<file path="config.mk">
export PLATFORM = sky130hd
export DESIGN_NAME = reverse_docking_steer
export DESIGN_NICKNAME = d
export VERILOG_FILES = /design/src/hdl/rds_pkg.sv /design/src/hdl/reverse_docking_steer.sv
export SDC_FILE = /design/constraint.sdc
export NUM_CORES = 2
export LEC_CHECK = 0
export BUFFER_PORTS_ARGS = -buffer_cell sky130_fd_sc_hd__buf_4
export CORE_MARGIN = 8
export CORE_UTILIZATION = 30
export DETAILED_ROUTE_END_ITERATION = 6
export PLACE_DENSITY = 0.42
export RECOVER_POWER = 50
export SLEW_MARGIN = 20
export SYNTH_ARGS = -nofsm -noshare
export SYNTH_HDL_FRONTEND = slang
export SYNTH_SLANG_ARGS = --single-unit
</file>
<file path="constraint.sdc">
create_clock -name clk_i -period 24.3 [get_ports clk_i]
set_input_delay 1.215 -clock clk_i [delete_from_list [all_inputs] [get_ports clk_i]]
set_output_delay 1.215 -clock clk_i [all_outputs]
set_load 0.02 [all_outputs]
</file>
<file path="src/hdl/rds_pkg.sv">
// Shared constants and helper functions for the reverse docking steering block.
package rds_pkg;

  localparam int unsigned XW    = 16;
  localparam int unsigned MODEW = 3;
  localparam int unsigned ZONEW = 2;
  localparam int unsigned LINW  = 11;
  localparam int unsigned TURNW = 13;
  localparam int unsigned STW   = 2;
  localparam int unsigned CIDXW = 3;
  localparam int unsigned CDATW = 14;

  localparam logic [CIDXW-1:0] CfgSpeedMin = 3'd0;
  localparam logic [CIDXW-1:0] CfgSpeedMax = 3'd1;
  localparam logic [CIDXW-1:0] CfgTurnCap  = 3'd2;
  localparam logic [CIDXW-1:0] CfgSlowZone = 3'd3;
  localparam logic [CIDXW-1:0] CfgLookAhd  = 3'd4;
  localparam logic [CIDXW-1:0] CfgArrivTol = 3'd5;

  localparam logic [STW-1:0] StatRun     = 2'd0;
  localparam logic [STW-1:0] StatArrived = 2'd1;
  localparam logic [STW-1:0] StatPoseErr = 2'd2;

  localparam logic [1:0] WarnNone     = 2'd0;
  localparam logic [1:0] WarnObstacle = 2'd1;
  localparam logic [1:0] WarnPoseErr  = 2'd2;

  localparam logic [MODEW-1:0] ModeReset = 3'd0;
  localparam logic [MODEW-1:0] ModeRun1  = 3'd1;
  localparam logic [MODEW-1:0] ModeRun3  = 3'd3;

  localparam logic [1:0] DirNone  = 2'd0;
  localparam logic [1:0] DirLeft  = 2'd1;
  localparam logic [1:0] DirRight = 2'd2;

  localparam int PiQ13     = 25736;
  localparam int HalfPiQ13 = 12868;
  localparam int TurnLimit = 4000;
  localparam int SpeedLim  = 1000;
  localparam int KNear     = 250;
  localparam int KHead     = 55000;
  localparam int KLat      = 368640;
  localparam int FarBias   = 409600;
  // ceil(2^25 / 25): exact floor divide by 25 for dividends below 2^20
  localparam int FarRecip  = 1342178;
  localparam int SqrtSteps = 24;
  localparam int CordSteps = 17;

  // arctan(2^-i) in Q16
  function automatic logic [16:0] atan_q16(input logic [4:0] i);
    case (i)
      5'd0:    atan_q16 = 17'd51472;
      5'd1:    atan_q16 = 17'd30385;
      5'd2:    atan_q16 = 17'd16055;
      5'd3:    atan_q16 = 17'd8150;
      5'd4:    atan_q16 = 17'd4091;
      5'd5:    atan_q16 = 17'd2047;
      5'd6:    atan_q16 = 17'd1024;
      5'd7:    atan_q16 = 17'd512;
      5'd8:    atan_q16 = 17'd256;
      5'd9:    atan_q16 = 17'd128;
      5'd10:   atan_q16 = 17'd64;
      5'd11:   atan_q16 = 17'd32;
      5'd12:   atan_q16 = 17'd16;
      5'd13:   atan_q16 = 17'd8;
      5'd14:   atan_q16 = 17'd4;
      5'd15:   atan_q16 = 17'd2;
      5'd16:   atan_q16 = 17'd1;
      default: atan_q16 = 17'd0;
    endcase
  endfunction

  // saturate a wide turn rate to the output range
  function automatic logic signed [TURNW-1:0] sat_turn(input logic signed [25:0] t);
    if (t > 26'sd4000) sat_turn = 13'sd4000;
    else if (t < -26'sd4000) sat_turn = -13'sd4000;
    else sat_turn = t[TURNW-1:0];
  endfunction

endpackage

</file>
<file path="src/hdl/reverse_docking_steer.sv">
// Reverse docking steering: speed and turn rate from pose relative to a docking target.
// Each word is worked on alone by one sequencer around a shared multiplier, a
// bit-serial square root (24 steps), a restoring divider (24 steps) for the
// slow-zone speed scaling and a 17-step CORDIC; in_stall_o is high from
// acceptance until the result is loaded into the output register. A word that
// fails the pose check, has arrived, is blocked by an obstacle or whose mode
// does not run goes from the first square root straight to the output; in the
// near field the near turn step follows, inside the slow zone a second square root
// and the divide come first, and in the far field the CORDIC runs. A new word
// is taken while the previous result still waits on out_stall_i.
module reverse_docking_steer (
  input  logic                                clk_i,
  input  logic                                rst_ni,
  input  logic                                cfg_we_i,
  input  logic [rds_pkg::CIDXW-1:0]           cfg_idx_i,
  input  logic [rds_pkg::CDATW-1:0]           cfg_wdata_i,
  input  logic                                in_valid_i,
  output logic                                in_stall_o,
  input  logic signed [rds_pkg::XW-1:0]       offset_x_i,
  input  logic signed [rds_pkg::XW-1:0]       offset_y_i,
  input  logic signed [rds_pkg::XW-1:0]       heading_i,
  input  logic                                pose_ok_i,
  input  logic [rds_pkg::MODEW-1:0]           run_mode_i,
  input  logic [rds_pkg::ZONEW-1:0]           rear_zone_i,
  output logic                                out_valid_o,
  input  logic                                out_stall_i,
  output logic signed [rds_pkg::LINW-1:0]     linear_speed_o,
  output logic signed [rds_pkg::TURNW-1:0]    turn_rate_o,
  output logic [rds_pkg::STW-1:0]             step_status_o,
  output logic [1:0]                          warning_o
);
  import rds_pkg::*;

  localparam logic [4:0] S_IDLE = 5'd0;
  localparam logic [4:0] S_MXX  = 5'd1;
  localparam logic [4:0] S_MYY  = 5'd2;
  localparam logic [4:0] S_MSS  = 5'd3;
  localparam logic [4:0] S_SQI  = 5'd4;
  localparam logic [4:0] S_SQRT = 5'd5;
  localparam logic [4:0] S_CHK  = 5'd6;
  localparam logic [4:0] S_MV   = 5'd7;
  localparam logic [4:0] S_SQI2 = 5'd8;
  localparam logic [4:0] S_DIVI = 5'd9;
  localparam logic [4:0] S_DIV  = 5'd10;
  localparam logic [4:0] S_VEL  = 5'd11;
  localparam logic [4:0] S_TURN = 5'd12;
  localparam logic [4:0] S_NFIN = 5'd13;
  localparam logic [4:0] S_CORI = 5'd14;
  localparam logic [4:0] S_COR  = 5'd15;
  localparam logic [4:0] S_CORF = 5'd16;
  localparam logic [4:0] S_FE   = 5'd17;
  localparam logic [4:0] S_FM2  = 5'd18;
  localparam logic [4:0] S_FM3  = 5'd19;
  localparam logic [4:0] S_FFIN = 5'd20;
  localparam logic [4:0] S_OUT  = 5'd21;
  localparam logic [4:0] S_FDV  = 5'd22;

  logic [4:0] state_q, state_d, cnt_q, cnt_d;
  logic [9:0] smin_q, smax_q, tol_q;
  logic [11:0] cap_q;
  logic [13:0] slow_q, look_q;
  logic [1:0] warn_q, warn_d;

  logic signed [15:0] x_q, y_q, h_q, x_d, y_d, h_d;
  logic ok_q, ok_d;
  logic [2:0] mode_q, mode_d;
  logic [1:0] zone_q, zone_d;

  logic signed [53:0] prod_q, prod_d, acc_q, acc_d;
  logic signed [32:0] ma;
  logic signed [20:0] mb;
  logic mul_en;
  logic [31:0] d2_q, d2_d;
  logic [27:0] ss_q, ss_d;

  logic [47:0] rad_q, rad_d;
  logic [26:0] rem_q, rem_d, rem_n, trial;
  logic [23:0] root_q, root_d;
  logic sq_ctx_q, sq_ctx_d;

  logic [23:0] dvd_q, dvd_d;
  logic [13:0] drem_q, drem_d, dvs_q, dvs_d;
  logic [14:0] drn;
  logic neg_q, neg_d;

  logic [9:0] vel_q, vel_d;
  logic signed [35:0] cx_q, cx_d, cy_q, cy_d, sx, sy;
  logic signed [20:0] cz_q, cz_d, zr, at;
  logic [14:0] f_q, f_d;
  logic [1:0] dir_q, dir_d;

  logic signed [LINW-1:0] rlin_q, rlin_d;
  logic signed [TURNW-1:0] rturn_q, rturn_d;
  logic [STW-1:0] rst_q, rst_d;

  logic out_valid_q, out_valid_d;
  logic signed [LINW-1:0] olin_q;
  logic signed [TURNW-1:0] oturn_q;
  logic [STW-1:0] ost_q;
  logic [1:0] owarn_q;
  logic out_load;

  logic signed [16:0] hx, yx, xx;
  logic [16:0] ah, ay, ax;
  logic signed [18:0] fs, hs, ahs, e_far, pis;
  logic [1:0] dir_far;
  logic signed [39:0] nsum;
  logic signed [24:0] np;
  logic signed [25:0] rq, rcap, tnear, tfar;
  logic moving, obstacle, in_slow;

  assign hx  = {h_q[15], h_q};
  assign yx  = {y_q[15], y_q};
  assign xx  = {x_q[15], x_q};
  assign ah  = hx[16] ? 17'(-hx) : 17'(hx);
  assign ay  = yx[16] ? 17'(-yx) : 17'(yx);
  assign ax  = xx[16] ? 17'(-xx) : 17'(xx);
  assign pis = 19'sd25736;
  assign fs  = $signed({4'b0, f_q});
  assign hs  = {{3{h_q[15]}}, h_q};
  assign ahs = $signed({2'b0, ah});

  // sqrt, divide and CORDIC step logic
  assign rem_n = {rem_q[24:0], rad_q[47:46]};
  assign trial = {1'b0, root_q, 2'b01};
  assign drn   = {drem_q, dvd_q[23]};
  assign sx    = cx_q >>> cnt_q;
  assign sy    = cy_q >>> cnt_q;
  assign at    = $signed({4'b0, atan_q16(cnt_q)});
  assign zr    = (cz_q + 21'sd4) >>> 3;

  assign moving   = ({8'b0, root_q[15:0]} >= {14'b0, tol_q}) &&
                    (xx < $signed({7'b0, tol_q}));
  assign obstacle = (zone_q == 2'd1 && mode_q == ModeRun3) ||
                    (zone_q != 2'd0 && mode_q == ModeRun1);
  assign in_slow  = (slow_q != 14'd0) && ({1'b0, d2_q} <= {5'b0, ss_q});

  // far-field heading error and turn direction
  always_comb begin
    e_far = '0;
    dir_far = DirNone;
    if (!y_q[15] && y_q != 16'sd0 && !h_q[15] && h_q != 16'sd0) begin
      if (hs > fs) begin e_far = pis - fs - ahs; dir_far = DirLeft; end
      else begin e_far = fs + ahs - pis; dir_far = DirRight; end
    end else if (!y_q[15] && y_q != 16'sd0 && h_q[15]) begin
      e_far = pis + fs - ahs; dir_far = DirRight;
    end else if (y_q[15] && h_q[15]) begin
      if (ahs > fs) begin e_far = pis - fs - ahs; dir_far = DirRight; end
      else begin e_far = fs + ahs - pis; dir_far = DirLeft; end
    end else if (y_q[15] && !h_q[15] && h_q != 16'sd0) begin
      e_far = pis + fs - ahs; dir_far = DirLeft;
    end
  end

  assign nsum = 40'(acc_q) + 40'(prod_q) + 40'sd409600;
  assign np   = nsum[39:15];

  always_comb begin
    // far field: quotient by 25 sits in the reciprocal product from bit 25 upward
    rq = neg_q ? -$signed({2'b0, prod_q[48:25]}) : $signed({2'b0, prod_q[48:25]});
    if (state_q == S_NFIN) rq = 26'((prod_q + 54'sd4096) >>> 13);
    rcap = (rq >= $signed({14'b0, cap_q})) ? $signed({14'b0, cap_q}) : rq;
    tnear = (h_q > 16'sd0) ? rcap : -rcap;
    case (dir_q)
      DirLeft:  tfar = rcap;
      DirRight: tfar = -rcap;
      default:  tfar = '0;
    endcase
  end

  // shared multiplier operand select
  always_comb begin
    ma = '0;
    mb = '0;
    mul_en = 1'b1;
    unique case (state_q)
      S_MXX:  begin ma = 33'(x_q); mb = 21'(x_q); end
      S_MYY:  begin ma = 33'(y_q); mb = 21'(y_q); end
      S_MSS:  begin ma = $signed({19'b0, slow_q}); mb = $signed({7'b0, slow_q}); end
      S_CHK:  begin ma = $signed({23'b0, smax_q}); mb = $signed({11'b0, smax_q}); end
      S_MV:   begin ma = $signed({1'b0, d2_q}); mb = $signed({1'b0, prod_q[19:0]}); end
      S_TURN: begin ma = 33'(pis - ahs); mb = 21'sd250; end
      S_FE:   begin ma = 33'(e_far); mb = 21'sd55000; end
      S_FM2:  begin ma = $signed({16'b0, ay}); mb = 21'sd368640; end
      S_FDV:  begin ma = 33'(FarRecip); mb = $signed({1'b0, dvd_q[19:0]}); end
      default: mul_en = 1'b0;
    endcase
  end

  assign out_load = (state_q == S_OUT) && (!out_valid_q || !out_stall_i);

  always_comb begin
    state_d = state_q; cnt_d = cnt_q; warn_d = warn_q;
    x_d = x_q; y_d = y_q; h_d = h_q; ok_d = ok_q; mode_d = mode_q; zone_d = zone_q;
    prod_d = mul_en ? 54'(ma) * 54'(mb) : prod_q;
    acc_d = acc_q; d2_d = d2_q; ss_d = ss_q;
    rad_d = rad_q; rem_d = rem_q; root_d = root_q; sq_ctx_d = sq_ctx_q;
    dvd_d = dvd_q; drem_d = drem_q; dvs_d = dvs_q; neg_d = neg_q;
    vel_d = vel_q; cx_d = cx_q; cy_d = cy_q; cz_d = cz_q; f_d = f_q; dir_d = dir_q;
    rlin_d = rlin_q; rturn_d = rturn_q; rst_d = rst_q;
    out_valid_d = out_valid_q;
    if (out_valid_q && !out_stall_i) out_valid_d = 1'b0;

    unique case (state_q)
      S_IDLE: begin
        if (in_valid_i) begin
          x_d = offset_x_i; y_d = offset_y_i; h_d = heading_i;
          ok_d = pose_ok_i; mode_d = run_mode_i; zone_d = rear_zone_i;
          state_d = S_MXX;
        end
      end
      S_MXX: state_d = S_MYY;
      S_MYY: begin
        acc_d = prod_q;
        state_d = S_MSS;
      end
      S_MSS: begin
        d2_d = acc_q[31:0] + prod_q[31:0];
        state_d = S_SQI;
      end
      S_SQI: begin
        ss_d = prod_q[27:0];
        rad_d = {16'b0, d2_q};
        rem_d = '0; root_d = '0; cnt_d = '0; sq_ctx_d = 1'b0;
        rlin_d = '0; rturn_d = '0; rst_d = StatRun;
        state_d = S_SQRT;
      end
      S_SQRT: begin
        if (rem_n >= trial) begin
          rem_d = rem_n - trial; root_d = {root_q[22:0], 1'b1};
        end else begin
          rem_d = rem_n; root_d = {root_q[22:0], 1'b0};
        end
        rad_d = {rad_q[45:0], 2'b00};
        cnt_d = cnt_q + 5'd1;
        if (cnt_q == 5'(SqrtSteps - 1)) state_d = sq_ctx_q ? S_DIVI : S_CHK;
      end
      S_CHK: begin
        state_d = S_OUT;
        if (!ok_q) begin
          warn_d = WarnPoseErr; rst_d = StatPoseErr;
        end else if (mode_q >= ModeRun1 && mode_q <= ModeRun3) begin
          if (!moving) rst_d = StatArrived;
          else if (obstacle) warn_d = WarnObstacle;
          else begin
            warn_d = WarnNone;
            if (in_slow) state_d = S_MV;
            else begin vel_d = smax_q; state_d = S_TURN; end
          end
        end else if (mode_q == ModeReset) begin
          warn_d = WarnNone;
        end
      end
      S_MV: state_d = S_SQI2;
      S_SQI2: begin
        rad_d = prod_q[47:0];
        rem_d = '0; root_d = '0; cnt_d = '0; sq_ctx_d = 1'b1;
        state_d = S_SQRT;
      end
      S_DIVI: begin
        dvd_d = root_q; dvs_d = slow_q; drem_d = '0; cnt_d = '0;
        neg_d = 1'b0;
        state_d = S_DIV;
      end
      S_DIV: begin
        if (drn >= {1'b0, dvs_q}) begin
          drem_d = 14'(drn - {1'b0, dvs_q}); dvd_d = {dvd_q[22:0], 1'b1};
        end else begin
          drem_d = drn[13:0]; dvd_d = {dvd_q[22:0], 1'b0};
        end
        cnt_d = cnt_q + 5'd1;
        if (cnt_q == 5'(SqrtSteps - 1)) state_d = S_VEL;
      end
      S_VEL: begin
        // clamp to max first, then min wins
        vel_d = (dvd_q >= {14'b0, smax_q}) ? smax_q : dvd_q[9:0];
        if (vel_d <= smin_q) vel_d = smin_q;
        state_d = S_TURN;
      end
      S_TURN: begin
        rlin_d = (vel_q > 10'(SpeedLim)) ? -11'sd1000 : -$signed({1'b0, vel_q});
        state_d = (ax <= {3'b0, slow_q}) ? S_NFIN : S_CORI;
      end
      S_NFIN: begin
        rturn_d = sat_turn(tnear);
        state_d = S_OUT;
      end
      S_CORI: begin
        cx_d = $signed({6'b0, look_q, 16'b0});
        cy_d = $signed({3'b0, ay, 16'b0});
        cz_d = '0; cnt_d = '0;
        if (ay == 17'd0) begin f_d = '0; state_d = S_FE; end
        else if (look_q == 14'd0) begin f_d = 15'(HalfPiQ13); state_d = S_FE; end
        else state_d = S_COR;
      end
      S_COR: begin
        if (!cy_q[35]) begin
          cx_d = cx_q + sy; cy_d = cy_q - sx; cz_d = cz_q + at;
        end else begin
          cx_d = cx_q - sy; cy_d = cy_q + sx; cz_d = cz_q - at;
        end
        cnt_d = cnt_q + 5'd1;
        if (cnt_q == 5'(CordSteps - 1)) state_d = S_CORF;
      end
      S_CORF: begin
        f_d = zr[20] ? 15'd0 : zr[14:0];
        state_d = S_FE;
      end
      S_FE: begin
        dir_d = dir_far;
        state_d = S_FM2;
      end
      S_FM2: begin
        acc_d = prod_q;
        state_d = S_FM3;
      end
      S_FM3: begin
        // floor divide by 819200: shift by 2^15, then divide by 25 by reciprocal
        if (np[24]) begin
          dvd_d = 24'(-np + 25'sd24); neg_d = 1'b1;
        end else begin
          dvd_d = np[23:0]; neg_d = 1'b0;
        end
        state_d = S_FDV;
      end
      S_FDV: state_d = S_FFIN;
      S_FFIN: begin
        rturn_d = sat_turn(tfar);
        state_d = S_OUT;
      end
      S_OUT: begin
        if (out_load) begin
          out_valid_d = 1'b1;
          state_d = S_IDLE;
        end
      end
      default: state_d = S_IDLE;
    endcase
  end

  always_ff @(posedge clk_i or negedge rst_ni) begin
    if (!rst_ni) begin
      state_q <= S_IDLE;
      cnt_q <= '0;
      warn_q <= WarnNone;
      out_valid_q <= 1'b0;
      sq_ctx_q <= 1'b0;
      smin_q <= 10'd40;
      smax_q <= 10'd70;
      cap_q <= 12'd150;
      slow_q <= 14'd600;
      look_q <= 14'd400;
      tol_q <= 10'd0;
    end else begin
      state_q <= state_d;
      cnt_q <= cnt_d;
      warn_q <= warn_d;
      out_valid_q <= out_valid_d;
      sq_ctx_q <= sq_ctx_d;
      if (cfg_we_i) begin
        unique case (cfg_idx_i)
          CfgSpeedMin: smin_q <= cfg_wdata_i[9:0];
          CfgSpeedMax: smax_q <= cfg_wdata_i[9:0];
          CfgTurnCap:  cap_q  <= cfg_wdata_i[11:0];
          CfgSlowZone: slow_q <= cfg_wdata_i;
          CfgLookAhd:  look_q <= cfg_wdata_i;
          CfgArrivTol: tol_q  <= cfg_wdata_i[9:0];
          default: ;
        endcase
      end
    end
  end

  always_ff @(posedge clk_i) begin
    x_q <= x_d; y_q <= y_d; h_q <= h_d; ok_q <= ok_d; mode_q <= mode_d; zone_q <= zone_d;
    prod_q <= prod_d; acc_q <= acc_d; d2_q <= d2_d; ss_q <= ss_d;
    rad_q <= rad_d; rem_q <= rem_d; root_q <= root_d;
    dvd_q <= dvd_d; drem_q <= drem_d; dvs_q <= dvs_d; neg_q <= neg_d;
    vel_q <= vel_d; cx_q <= cx_d; cy_q <= cy_d; cz_q <= cz_d; f_q <= f_d; dir_q <= dir_d;
    rlin_q <= rlin_d; rturn_q <= rturn_d; rst_q <= rst_d;
    if (out_load) begin
      olin_q <= rlin_q; oturn_q <= rturn_q; ost_q <= rst_q; owarn_q <= warn_q;
    end
  end

  assign in_stall_o     = (state_q != S_IDLE);
  assign out_valid_o    = out_valid_q;
  assign linear_speed_o = olin_q;
  assign turn_rate_o    = oturn_q;
  assign step_status_o  = ost_q;
  assign warning_o      = owarn_q;

endmodule

</file>
After elaboration in Yosys (flattened, before gate mapping)
Memories as Yosys holds them, arrays and structs flattened.
Cells that the tools add are included.
Operators by class
  muxes and demuxes: 89
  eq/ne operators: 49
  div/mod/pow operators: 0
  shift-type cells: 2
  $mul: 1
  reduce and logical (&&, ||, !) cells: 61
  magnitude comparators: 19
  bitwise gates (word level): 0
  add/sub/neg operators: 29
Operators by type and width (number)
  33-bit case mux with 9 select lines: 1
  21-bit case mux with 9 select lines: 1
  36-bit case mux with 2 select lines: 2
  48-bit case mux with 3 select lines: 1
  19-bit 2-to-1 mux: 6
  5-bit case mux with 21 select lines: 1
  26-bit 2-to-1 mux: 4
  36-bit adder: 2
  36-bit 2-to-1 mux: 2
  24-bit case mux with 3 select lines: 1
  36-bit by 5-bit >>> shifter with 36-bit output: 2
  36-bit subtractor: 2
  10-bit 2-to-1 mux: 7
  5-bit 2-to-1 mux: 11
  26-bit by 13-bit > comparator with 1-bit output, second input constant: 2
  26-bit by 13-bit < comparator with 1-bit output, second input constant: 2
  13-bit 2-to-1 mux: 4
  26-bit case mux with 2 select lines: 1
  17-bit 2-to-1 mux: 3
  16-bit negation with 17-bit output: 3
  25-bit case mux with 2 select lines: 1
  33-bit by 21-bit multiplier with 49-bit output: 1
  24-bit case mux with 2 select lines: 1
  5-bit == test, second input constant: 9
  other kinds (87): 180
Word-level totals
  bits in read-only memories: 512
  memories kept: 1
  register bits after elaboration: 611
  word-level logic and storage cells: 292
  input bits: 76
  bits in writable memories: 0
  output and inout port bits: 30
  latch bits: 0
Memories
  (no name shown): depth 32, width 16, read ports 1, clocked after Yosys merged registers in 0, wr ports 0, RTL line rds_pkg.sv:51  | case (i)

Longest topological paths before layout
  depth in word-level cells: 11
  gate-level depth with buffers: 55
  depth with buffers taken out: 53

Worst setup path before layout
OpenSTA, ideal clock, no wires.
  path type: register to register
  start: register h_q[0]
  end: register prod_q[48], data pin
  data required time: 24.041 ns
  cell stages (with the launch flop): 50
  setup time: 0.259 ns
  buffers on the path: 2
  arrival time: 11.797 ns
  setup slack: 12.244 ns
  clock period less this slack: 12.056 ns
  cell sequence: edfxtp_1 inv_1 ha_1 nand2b_1 or4_1 o41ai_1 xor2_1 inv_1 ha_1 nand4b_1 or4_1 nor3_1 a22o_1 buf_1 inv_1 nor2_1 a221oi_1 o22ai_1 [14 not listed] inv_1 fa_1 inv_1 ha_1 nor2b_1 or2_2 a221oi_1 a31oi_1 a21o_1 a31o_2 o311ai_0 a31oi_1 o21ai_0 a21oi_1 o21ai_0 nand2b_1 a21oi_1 xnor2_1
Between the ends
  word-level cells in the longest chain between the ends: 10
  elaborated cells on any way between the ends: 20
  those cells by class: add/sub (6); mul (1); order compare (2); mux (8); reduce/logical (3)
Ends and longest elaborated chain
  start: declaration: RTL line reverse_docking_steer.sv:64  | logic signed [15:0] x_q, y_q, h_q, x_d, y_d, h_d;
  start signal: assignment: RTL line reverse_docking_steer.sv:375  | x_q <= x_d; y_q <= y_d; h_q <= h_d; ok_q <= ok_d; mode_q <= mode_d; zone_q <= zone_d;
  16-bit negation with 17-bit output: RTL line reverse_docking_steer.sv:115  | assign ah = hx[16] ? 17'(-hx) : 17'(hx);
  17-bit 2-to-1 mux: RTL line reverse_docking_steer.sv:115
  15-bit by 17-bit adder with 18-bit output: RTL line reverse_docking_steer.sv:144, reverse_docking_steer.sv:149
  18-bit by 15-bit subtractor with 19-bit output: RTL line reverse_docking_steer.sv:144, reverse_docking_steer.sv:149
  19-bit 2-to-1 mux: RTL line reverse_docking_steer.sv:148  | if (ahs > fs) begin e_far = pis - fs - ahs; dir_far = DirRight; end
  19-bit 2-to-1 mux: RTL line reverse_docking_steer.sv:147  | end else if (y_q[15] && h_q[15]) begin
  19-bit 2-to-1 mux: RTL line reverse_docking_steer.sv:145  | end else if (!y_q[15] && y_q != 16'sd0 && h_q[15]) begin
  19-bit 2-to-1 mux: RTL line reverse_docking_steer.sv:142  | if (!y_q[15] && y_q != 16'sd0 && !h_q[15] && h_q != 16'sd0) begin
  33-bit case mux with 9 select lines *: RTL line reverse_docking_steer.sv:176  | unique case (state_q)
  33-bit by 21-bit multiplier with 49-bit output *: RTL line reverse_docking_steer.sv:195  | prod_d = mul_en ? 54'(ma) * 54'(mb) : prod_q;
  end signal: assignment: RTL line reverse_docking_steer.sv:376  | prod_q <= prod_d; acc_q <= acc_d; d2_q <= d2_d; ss_q <= ss_d;
  end: declaration: RTL line reverse_docking_steer.sv:69  | logic signed [53:0] prod_q, prod_d, acc_q, acc_d;
Mark *: on every way between the ends. The rest lies on a longest branch, timed or not.
A chain may end at the register's enable or synchronous reset.

Final worst setup path
Same ends and word-level chain as after synthesis.

==> results_dict.tcl <==
set metrics [dict create \
    status "finished with violations" \
    violations "capacitance limit, slew limit" \
    fin_crit_sh_pct 60.2 \
    cts_tree "done" \
    groute.usage.overall_pct 19.7 \
    tns_ns 0 \
    die_area_sq_mm 0.263 \
    synth_warnings 0 \
    dp_slack_ns 9.77 \
    skew_ns 0.0379 \
    crit_type "flip-flop to flip-flop" \
    maxCapViolations 10 \
    async_flop_share_pct 13.7 \
    hold_buffers 0 \
    clock_path_buffers 3 \
    synth_edf_count 527 \
    first_pass_iters 6 \
    finalNetCount 9399 \
    cts_max_level 3 \
    setup_viol 0 \
    critPathArrivalTime_ns 15.02 \
    first_iter_violations 4489 \
    fin_ws_ns 9.68 \
    io_pins 106 \
    postPlaceCellArea_sq_mm 0.0790 \
    relSlewSlack_pct -120 \
    gr-usage-met3_pct 1.90 \
    cts_setup_buffers 0 \
    avgViaCountPerCell 5.24 \
    synth_common_cells "inv_1, nand2_1, fa_1" \
    clock_latency_ns 0.67 \
    grt_busiest_layer "met2" \
    ys_types 108 \
    worstPathRequired_ns 24.70 \
    startpoint_type "flip-flop" \
    ys_seq_area_share_pct 24.2 \
    cp_common_cell "inv_1" \
    syn-cell-area_sq_mm 0.0742 \
    start_util_pct 30.2 \
    yosys.area.top_type_share_pct 21.3 \
    fin_crit_ns 14.62 \
    area_delta_synth_final_pct 9.44 \
    nFillCells 25660 \
    path_clk_slew_ns 0.06 \
    stdcell_area_sq_mm 0.0812 \
    antenna_found_initial 12 \
    grt_setup_unrepaired "false" \
    wl_microns 266000 \
    grt_pass1_wl_microns 400000 \
    cp-end-kind "flip-flop" \
    num_rows 182 \
    die_h_microns 513 \
    chipWidth_microns 513 \
    overflow 0 \
    hpwl_microns 206000 \
    multi_input_area_sq_mm 0.0508 \
    crit_path_top_delay_cell "a211o_1" \
    cts_buffers 74 \
    regArea_sq_mm 0.0180 \
    synthCells 8100 \
    via_count 59577 \
    synth_top_cell_by_area "edfxtp_1" \
    worstPathMaxFanout 21 \
    drive_gt1_share_pct 7.32 \
    drc 0 \
    slew_viol_final 378 \
    grt_pass1_vias 60719 \
    grt_max_degree 58 \
    grt_use_met1_pct 28.3 \
    io_buffers 105 \
    wire_per_inst_microns 23.4 \
    syn_avg_cell_area_sq_um 9.16 \
    gr-usage-met2_pct 32.1 \
    finalWeightedCongestion 0.872 \
    synth.most_common_cell "inv_1" \
    core-area_sq_mm 0.246 \
    tightest_slew_ns 3.30 \
    holdWs_ns 0.419 \
    yosys-top-cells-area "edfxtp_1, fa_1, ha_1" \
    cp_slowest_stage_delay_ns 0.84 \
    final_antenna_net_count 0 \
    hold_class "flip-flop to flip-flop" \
    synthFlopType "edfxtp_1" \
    clockRootBuffer "clkbuf_16" \
    cts_resized 0 \
    synth_seq_cells 611 \
    cts.sinks 611 \
    fmax_mhz 68.4 \
    hold_viol_final 0 \
]
-- sequential cells by signal, indices dropped and copies added, names as in the netlist, 24 cells and up --
name and count:
root_q 24, cx_q 36, prod_q 49, ss_q 28, rad_q 48, d2_q 32
dvd_q 24, cy_q 36, rem_q 25, acc_q 40
-- metal layers --
metal  wire (microns)  up-vias  share of wire, %
li1                 -    27649                 -
met1           126000    30236                48
met2           122000     1467                46
met3            12100      225               4.5
met4             5660        0               2.1
met5                0        -                 0
-- critical path, delay by kind of cell, from the launching register on --
family,cells,cell delay [ns]
AND/OR/NAND/NOR,10,2.62
buffers and inverters,10,0.84
AO/OA/AOI/OAI,15,5.12
flip-flops,1,0.49
adder cells (fa/ha/maj),10,4.71
XOR/XNOR,2,0.54
-- worst paths after layout --
check,start,end,slack (ns),depth (start not counted)
max,h_q[0]$_DFFE_PP_,prod_q[48]$_DFFE_PP_,9.68,47
min,rturn_q[2]$_DFFE_PP_,turn_rate_o[2]$_DFFE_PP_,0.42,0
max reg2reg,h_q[0]$_DFFE_PP_,prod_q[48]$_DFFE_PP_,9.68,47
min reg2reg,rturn_q[2]$_DFFE_PP_,turn_rate_o[2]$_DFFE_PP_,0.42,0
max in group asynchronous,rst_ni,cnt_q[1]$_DFFE_PN0P_,18.81,2
min in group asynchronous,rst_ni,warn_q[0]$_DFFE_PN0P_,1.58,1
-- final cells by class --
cell class                 count  area share, %
antenna                        4         0.0123
clock buffer                  93           2.54
clock inverter                42          0.529
inverter                    1160           5.36
multi-input combinational   5992           62.6
sequential                   611           22.1
tap                         3220           4.96
timing repair buffer         241           1.88
-- layout by cell type, fill, tap and decap left out, types with 33 or more instances in the layout --
cell,n
nor2_1,542
nand3_1,155
a221oi_1,33
clkbuf_16,78
o22ai_1,34
o211ai_1,34
a21o_1,118
ha_1,567
a22oi_1,93
nor2b_1,59
xor2_1,164
xnor2_1,322
and3_1,72
or3_1,37
fa_1,676
mux4_2,88
o21ai_0,346
inv_1,1153
mux2_2,95
clkbuf_1,86
nor4_1,46
nor3_1,142
o31ai_1,53
buf_4,137
a31oi_1,78
and2_1,149
edfxtp_1,527
dfrtp_1,63
nand4_1,61
nand2b_1,81
mux2i_1,91
a211oi_1,49
o21a_1,65
nand2_1,901
a21oi_1,359
-- through the flow --
stage / cells / utilization, %
6_report: 11363 / 33.0
4_1_cts: 11359 / 33.1
5_1_grt: 11360 / 33.0
2_1_floorplan: 8116 / -
3_5_place_dp: 11224 / 32.1
3_3_place_gp: 11224 / 32.1
-- kinds of logic after synthesis --
group,after synthesis,share of synthesized area (%)
AND/OR/NAND/NOR,2386,15.0
AO/OA/AOI/OAI,1581,14.1
buffers and inverters,1513,7.72
adder cells (fa/ha/maj),1245,27.8
flip-flops,611,24.2
XOR/XNOR,486,5.74
multiplexers,276,5.39
other,2,0.0101
Power is left out: the tool's default activity adds up to more than one toggle a clock period on the data nets, which glitch-free logic cannot reach.
